--- config.mk ---
export PLATFORM = sky130hd
export DESIGN_NAME = sams_final
export DESIGN_NICKNAME = d
export VERILOG_FILES = /design/src/rtl/sams_pkg.sv /design/src/rtl/sams_ram.sv /design/src/rtl/sams_final.sv
export SDC_FILE = /design/constraint.sdc
export NUM_CORES = 2
export LEC_CHECK = 0
export BUFFER_PORTS_ARGS = -buffer_cell sky130_fd_sc_hd__buf_2
export CORE_MARGIN = 2
export CORE_UTILIZATION = 46
export DETAILED_ROUTE_END_ITERATION = 8
export GPL_TIMING_DRIVEN = 1
export PLACE_DENSITY = 0.61
export SYNTH_ARGS = -nofsm -noshare
export SYNTH_HDL_FRONTEND = slang
export SYNTH_SLANG_ARGS = --single-unit
--- constraint.sdc ---
create_clock -name clk -period 3.75 [get_ports clk]
set_clock_uncertainty 0.05 [all_clocks]
set_input_delay 0.1875 -clock clk [delete_from_list [all_inputs] [get_ports clk]]
set_output_delay 0.1875 -clock clk [all_outputs]
set_load 0.05 [all_outputs]
--- src/rtl/sams_pkg.sv ---
// Shared constants, types and step functions of the sorted table search.
package sams_pkg;

	localparam int CAPACITY      = 4096;
	// BLOCK_SIZE must be a power of two
	localparam int BLOCK_SIZE    = 32;
	localparam int BLOCK_COUNT   = CAPACITY / BLOCK_SIZE;
	localparam int KEY_W         = 16;
	localparam int IDX_W         = 12;
	localparam int CFG_W         = 13;
	localparam int PROBES        = 3;
	localparam int WIDE_PREFIX   = 16;
	localparam int NARROW_PREFIX = 8;

	localparam int LANE_W = $clog2(BLOCK_SIZE);
	localparam int LCNT_W = $clog2(BLOCK_SIZE + 1);
	localparam int CNT_W  = $clog2(CAPACITY + 1);
	localparam int NCNT_W = $clog2(BLOCK_COUNT + 1);
	localparam int BIDX_W = (BLOCK_COUNT > 1) ? $clog2(BLOCK_COUNT) : 1;

	typedef logic [KEY_W-1:0]      key_t;
	typedef logic [LANE_W-1:0]     lane_t;
	typedef logic [LCNT_W-1:0]     lcnt_t;
	typedef logic [CNT_W-1:0]      cnt_t;
	typedef logic [NCNT_W-1:0]     bcnt_t;
	typedef logic [BIDX_W-1:0]     bidx_t;
	typedef logic [BLOCK_SIZE-1:0] lanes_t;

	typedef enum logic {
		OP_WRITE = 1'b0,
		OP_QUERY = 1'b1
	} op_t;

	typedef enum logic [1:0] {
		PK_NONE = 2'd0,
		PK_QUAD = 2'd1,
		PK_BIN  = 2'd2
	} probe_kind_t;

	typedef struct packed {
		logic                valid;
		op_t                 op;
		bidx_t               row;
		lane_t               lane;
		logic                wr_ok;
		key_t                key;
		bcnt_t               base;
		bcnt_t               n;
		probe_kind_t         kind;
		key_t [PROBES-1:0]   probe;
	} stage_t;

	typedef struct packed {
		bcnt_t blocks;
		lcnt_t tail;
		lcnt_t prefix;
		logic  short_mode;
	} cfg_info_t;

	typedef struct packed {
		bcnt_t base;
		bcnt_t n;
	} pos_t;

	function automatic int desc_steps(input int blocks_max);
		int worst;
		int steps;
		int n;
		worst = 1;
		for (int b = 1; b <= blocks_max; b++) begin
			n = b;
			steps = 0;
			while (n > 1) begin
				if (n > 3) begin
					n = n - 3 * (n >> 2);
				end else begin
					n = n - (n >> 1);
				end
				steps = steps + 1;
			end
			if (steps > worst) begin
				worst = steps;
			end
		end
		return worst;
	endfunction

	localparam int DESC_STAGES = desc_steps(BLOCK_COUNT);

	function automatic probe_kind_t kind_of(input bcnt_t n);
		probe_kind_t k;
		if (int'(n) > 3) begin
			k = PK_QUAD;
		end else if (int'(n) > 1) begin
			k = PK_BIN;
		end else begin
			k = PK_NONE;
		end
		return k;
	endfunction

	// fold the probe results of the previous step into base and span
	function automatic pos_t step_apply(input stage_t s);
		pos_t       r;
		bcnt_t      q;
		bcnt_t      h;
		logic [1:0] steps;
		r.base = s.base;
		r.n    = s.n;
		q      = s.n >> 2;
		h      = s.n >> 1;
		steps  = 2'(s.probe[0] < s.key) + 2'(s.probe[1] < s.key) + 2'(s.probe[2] < s.key);
		unique case (s.kind)
			PK_QUAD: begin
				unique case (steps)
					2'd0: r.base = s.base;
					2'd1: r.base = s.base + q;
					2'd2: r.base = s.base + (q << 1);
					2'd3: r.base = s.base + q + (q << 1);
				endcase
				r.n = s.n - q - (q << 1);
			end
			PK_BIN: begin
				if (s.probe[0] < s.key) begin
					r.base = s.base + h;
				end
				r.n = s.n - h;
			end
			default: begin
				r.base = s.base;
				r.n    = s.n;
			end
		endcase
		return r;
	endfunction

endpackage

--- src/rtl/sams_ram.sv ---
// Generic single-write, single-read RAM with registered read data.
module sams_ram #(
	parameter int WIDTH = 16,
	parameter int DEPTH = 128,
	localparam int AW = (DEPTH > 1) ? $clog2(DEPTH) : 1
) (
	input  logic             clk,
	input  logic             we,
	input  logic [AW-1:0]    waddr,
	input  logic [WIDTH-1:0] wdata,
	input  logic [AW-1:0]    raddr,
	output logic [WIDTH-1:0] rdata
);

	logic [WIDTH-1:0] mem_q [DEPTH];
	logic [WIDTH-1:0] rdata_q;

	always_ff @(posedge clk) begin
		if (we) begin
			mem_q[waddr] <= wdata;
		end
		rdata_q <= mem_q[raddr];
	end

	assign rdata = rdata_q;

endmodule

--- src/rtl/sams_final.sv ---
// Closing probe: fold the last descent step and read the chosen block's last key.
module sams_final (
	input  logic             clk,
	input  logic             arst_n,
	input  sams_pkg::stage_t st_in,
	output sams_pkg::stage_t st_out
);

	sams_pkg::pos_t   pos;
	sams_pkg::key_t   rd;
	logic             wr_en;
	logic             valid_s1;
	sams_pkg::stage_t st_nxt;
	sams_pkg::stage_t st_s1;

	assign pos   = sams_pkg::step_apply(st_in);
	assign wr_en = st_in.valid && (st_in.op == sams_pkg::OP_WRITE) && st_in.wr_ok &&
		(st_in.lane == sams_pkg::lane_t'(sams_pkg::BLOCK_SIZE - 1));

	sams_ram #(
		.WIDTH(sams_pkg::KEY_W),
		.DEPTH(sams_pkg::BLOCK_COUNT)
	) u_ram (
		.clk  (clk),
		.we   (wr_en),
		.waddr(st_in.row),
		.wdata(st_in.key),
		.raddr(pos.base[sams_pkg::BIDX_W-1:0]),
		.rdata(rd)
	);

	always_comb begin
		st_nxt      = st_in;
		st_nxt.base = pos.base;
		st_nxt.n    = pos.n;
		st_nxt.kind = sams_pkg::PK_NONE;
	end

	always_ff @(posedge clk or negedge arst_n) begin
		if (!arst_n) begin
			valid_s1 <= 1'b0;
		end else begin
			valid_s1 <= st_in.valid;
		end
	end

	always_ff @(posedge clk) begin
		st_s1 <= st_nxt;
	end

	always_comb begin
		st_out          = st_s1;
		st_out.valid    = valid_s1;
		st_out.probe    = '0;
		st_out.probe[0] = rd;
	end

endmodule

---- After elaboration in Yosys (flattened, before gate mapping) ----
Memories as Yosys holds them, arrays and structs flattened. A register that Yosys moved wholly into a read port is not among the register bits.
Cells that the tools add are included.
word-level totals
  bits in registers ....................... 47
  memory bits (writable) .................. 2048
  output and inout bits ................... 97
  logic and storage cells ................. 37
  memories kept ........................... 1
cells by class
  add/subtract/negate cells ............... 9
  magnitude comparators ................... 3
  equal/unequal tests ..................... 6
  mux-type cells .......................... 5
  bitwise logic cells ..................... 1
  reductions and logical operators ........ 4
memories
  memory       words  bits a word  read ports  clocked after Yosys merged registers in  write ports  RTL line        source
  u_ram.mem_q  128    16           1           1                                        1            sams_ram.sv:15  logic [WIDTH-1:0] mem_q [DEPTH];
operator list
  cell                                                                    number
  16-bit < comparator                                                     3
  16-bit case mux with 2 select lines                                     1
  8-bit case mux with 4 select lines                                      1
  8-bit by 7-bit adder with 8-bit output                                  3
  8-bit by 7-bit subtractor with 8-bit output                             2
  8-bit by 6-bit adder with 8-bit output                                  1
  8-bit two-way mux                                                       1
  8-bit by 6-bit subtractor with 8-bit output                             1
  2-bit equality test (second input constant)                             3
  5-bit equality test (second input constant)                             1
  2-bit by 1-bit equality test with 1-bit output (second input constant)  2
  1-bit logical AND                                                       3
  1-bit by 1-bit adder with 2-bit output                                  1
  2-bit by 1-bit adder with 2-bit output                                  1
  2-bit zero test                                                         1
  1-bit two-way mux                                                       2
  1-bit NOT                                                               1

---- Logic depth before layout (Yosys ltp) ----
  depth after elaboration ................. 6
  depth in mapped cells ................... 34
  gate-level depth less buffers ........... 30

---- Hierarchy ----
From an unflattened synthesis, not the netlist that was laid out.
unflattened totals
  cells, all modules ...................... 3568
  area total of the unflattened synthesis .. 82868.2 um^2
modules (own cells, without submodules)
  module      instances  cells an instance  area an instance (um^2)  sequential area each (um^2)
  sams_ram    1          3086               78522.8                  61819.3
  sams_final  1          482                4345.4                   945.9

---- Worst setup path before layout ----
No wires, ideal clock.
  path kind ............................... input port to flip-flop
  start point ............................. input st_in[67] (netlist bit)
  end point ............................... register u_ram.rdata_q[0], in the netlist u_ram.rdata[0], read port of u_ram.mem_q
  arrival ................................. 6.146 ns
  required time ........................... 3.557 ns
  setup slack ............................. -2.589 ns
  stages .................................. 32
  buffers on the path ..................... 3
  cells stage by stage .................... inv_1 ha_1 a21o_1 a21o_1 a21o_1 a21o_1 a21o_1 a21o_1 a21o_1 a21o_1 a211oi_1 a211o_1 fa_1 buf_2 nand2_1 mux2_2 ha_1 inv_1 fa_1 nand2_1 a21o_1 o221ai_1 a21boi_0 mux2_2 inv_2 buf_4 buf_2 mux4_2 nand3_1 a21boi_1 a2111oi_0 nand4_1
on the way
  cells in the longest elaborated chain, start to end .. 6
RTL lines
  element                                        RTL line                          source
  start: declaration                             sams_final.sv:5                   input sams_pkg::stage_t st_in,
  16-bit < comparator, on equally long branches  sams_pkg.sv:112, sams_pkg.sv:124
  1-bit by 1-bit adder with 2-bit output         sams_pkg.sv:112                   steps = 2'(s.probe[0] < s.key) + 2'(s.probe[1] < s.key) + 2'(s.probe[2] < s.key);
  2-bit by 1-bit adder with 2-bit output         sams_pkg.sv:112
  2-bit equality test (tied with other cells)    sams_pkg.sv:115                   unique case (steps)
  8-bit case mux with 4 select lines             sams_pkg.sv:115
  16-bit case mux with 2 select lines (*)        sams_pkg.sv:113                   unique case (s.kind)
  end: declaration                               sams_ram.sv:16                    logic [WIDTH-1:0] rdata_q;
Mark *: on every way between the ends. The rest lies on a longest branch, timed or not.

---- Worst setup path in the final report ----
  start point ............................. input st_in[67] (netlist bit)
  end point ............................... register u_ram.rdata_q[11], in the netlist u_ram.rdata[11], read port of u_ram.mem_q
The elaborated chain is that of the path after synthesis.

==> out/results.txt <==
Hold_ws: 0.0688 ns
Initial antenna violation count: 16
Die height: 436 µm
Final wirelength: 276,000 µm
CTS tree: built
Synthesized instance count: 6,431
Largest stage delay on the critical path: 0.53 ns
DR iter-0 viols: 7,584
Worst path depth: 33
Leading post-synthesis cells by cell area: edfxtp_1 72%, nand2_1 6.9%, nand3_1 3.7%
Post-synth EDFFs: 2,048
PnR Total Power: 61.7 mW
Wire per inst: 27.5 µm
Yosys warns: 0
RSZ-0062 raised after global routing: yes
Worst r2r src: u_ram.mem_q[100][11]
RR Endpoint: u_ram.rdata[11]
Highest clock rate: 173 MHz
Share of the synthesized area in the top cell type: 71.7%
DP HPWL: 175,000 µm
CP bufs+invs: 6
Tmin final: 5.77 ns
Row cnt: 158
Finish-stage setup viols: 24
CP startpoint: st_in[67]
Largest net degree at the start of global routing: 112
H-Tree Level Count: 4
Gpl congestion: 0.984
Post-Synth Simple-Gate Area: 12.9%
CTS clk-pin slew, worst paths: 0.06 ns
Flop2flop setup slack: 1.66 ns
Worst EP arrival: 6.46 ns
Period utilisation layout: 154%
Clk buf depth: 3
Syn-to-layout area delta: 22.5%
Clk_lat worst skew: 0.88 ns
Avg Cell Area, Syn: 13.3 µm²
Initial Util: 46.3%
Flops & latches, synth: 2,111
Worst Hold Class: in2reg
Top cell type by total area after synthesis: edfxtp_1
CP Data Required Time: 4.44 ns
Status: complete, but fails checks
Final Hold Vio Count: 0
Gr usage total: 28.3%
R2R cell count: 7
Number of routed nets with antenna violations: 0
CTS Sinks: 2,111
Critical Path End Type: register
Xor and xnor fraction of the mapped netlist area: 0.194%
Root Driver: clkbuf_16
Setup ws final: -2.02 ns
Crit Path Class: in2reg
Die W: 436 µm
Vias/cell: 5.84
First-pass GRT wire length: 393,000 µm
Core area: 185,000 µm²
Post-synth ARST share: 0.0474%
Least-Margin Pin Slew: 1.14 ns
Hold Startpoint: st_in[89]
Commonest non-fill, non-tap cell in the layout: edfxtp_1
CP endpoint: u_ram.rdata[11]
Ports: 196
CTS buffer count: 214
Lkg Pwr: 38.5 nW
Grt total ovfl: 0
Startpoint types: input pin
IO buf count: 161
Final-stage net count: 7,560
CP max stage cell: a2111oi_4
Fill cells: 14,900
Die area: 190,000 µm²
Netlist cell types: 82
Max-Cap Viols: 0
Vias in the first global route: 56,100
Cell family with most CP delay: compound AO/OA/AOI/OAI gates
Synth Area in Compound Gates: 7.08%
First drt pass iteration count: 8
Most frequent CP cell: a21o_1
Via count: 58,700
Main combinational cell family by area after synthesis: simple AND/OR/NAND/NOR gates
DRC: 0
Most frequent cells in the layout: 2,048 x edfxtp_1, 1,571 x nand2_1, 746 x buf_4
Slew HR: 23.5%
Share of layout cells above drive strength 1: 21.0%
PD cells: 587 nW/µm²
Post-synthesis mux area share: 2.37%
Failing checks: setup timing
Crit path max fanout: 8
Max IR drop VDD: 0.491 mV
Post-synthesis adder-cell area fraction: 1.53%
Seq/Total Area, Yosys: 73.2%
Synthesized area: 85,800 µm²
Main synth FF type: edfxtp_1
Pins Over Slew Limit: 0
registers in the layout, summed over array words and instances, names as in the netlist:
register     flops
u_ram.mem_q   2048
u_ram.rdata     16
st_out          46
valid_s1         1
per-layer routing:
metal / track usage [%] / wire, µm / up-vias
met5: 0 / 70 / -
met1: 38.1 / 107000 / 29400
met3: 5.45 / 26600 / 542
met2: 44.6 / 128000 / 2947
li1: - / - / 25700
met4: 13.3 / 14500 / 10
timing repair:
item                       CTS  global route
buffers inserted            41            36
hold buffers                58             0
cloned                       7             4
gates resized for setup    256            89
pin swaps                   50            76
hold endpoints to repair   238             0
setup endpoints to repair   24            24
logic make-up after synthesis:
kind of cell | after synthesis
xor gates and xnor gates | 19
muxes | 180
AOI/OAI and AO/OA | 953
adders and majority gates | 98
and+or+nand+nor | 2593
other | 1
DFF | 2111
buffers and inverters | 476
synth_stat cells (20+ instances only):
cell type  count
nand4_1       35
clkbuf_1     114
and3_1        39
nand3_1      637
o211ai_1      21
nand2_1     1576
a21oi_1      440
a32oi_1       34
nor3_1        30
a31oi_1       20
inv_1         48
buf_4         65
a22oi_1       95
nor2_1       203
o22ai_1       35
a221oi_1      56
ha_1          87
buf_2        184
mux2i_1      157
edfxtp_1    2048
o21ai_0       76
a21o_1        27
buf_1         42
o21bai_1      23
dfxtp_1       62
report_power, final:
group          leakage (nW)  internal, mW  switching (mW)
registers              18.9          26.0           0.282
clock network          3.37          11.8            9.24
logic                  16.2          5.45            8.88
worst reg2reg max path, cell delays in order (launching register included):
cell and delay [ns]:
edfxtp_1 0.36, nand2_1 0.07, nand2_1 0.10, a222oi_1 0.47, a21boi_2 0.14, a2111oi_4 0.53
buf_4 0.19, nand4_1 0.06
worst min-delay path by stage:
stage | endpoint | slack, ns | cells after the start
final | st_out[89] | 0.07 | 2
after global placement | valid_s1 | -0.09 | 1
after CTS | u_ram.mem_q[30][4] | 0.02 | 3
after detailed placement | valid_s1 | -0.09 | 1
after global routing | u_ram.mem_q[23][4] | 0.03 | 3
after floorplan | valid_s1 | -0.16 | 0
through the flow:
| stage | setup TNS [ns] | cell area (µm²) | utilization [%] | instances | setup slack (ns) |
|---|---|---|---|---|---|
| global route | -39.34 | 105000 | 56.6 | 10000 | -2.17 |
| CTS | -32.81 | 104000 | 56.2 | 9994 | -1.88 |
| global placement | -62.02 | 95000 | 51.3 | 9488 | -3.72 |
| detailed placement | -60.18 | 95000 | 51.3 | 9488 | -3.67 |
| floorplan | -36.62 | 86200 | - | 6464 | -1.92 |
| finish | -35.48 | 105000 | 56.6 | 10000 | -2.02 |
area by class of cell:
| type | count | area [µm²] | share of cell area [%] |
|---|---|---|---|
| diodes | 7 | 17.5 | 0.0167 |
| clock buffers | 288 | 5740 | 5.47 |
| clock inverters | 116 | 1160 | 1.11 |
| inverters | 55 | 289 | 0.275 |
| multi-input cells | 3877 | 22100 | 21.1 |
| flip-flops and latches | 2111 | 62800 | 59.8 |
| well taps | 2480 | 3100 | 2.95 |
| repair buffers | 1102 | 9800 | 9.33 |
| repair inverters | 2 | 28.8 | 0.0274 |
Power figures use the tool's default switching activity.
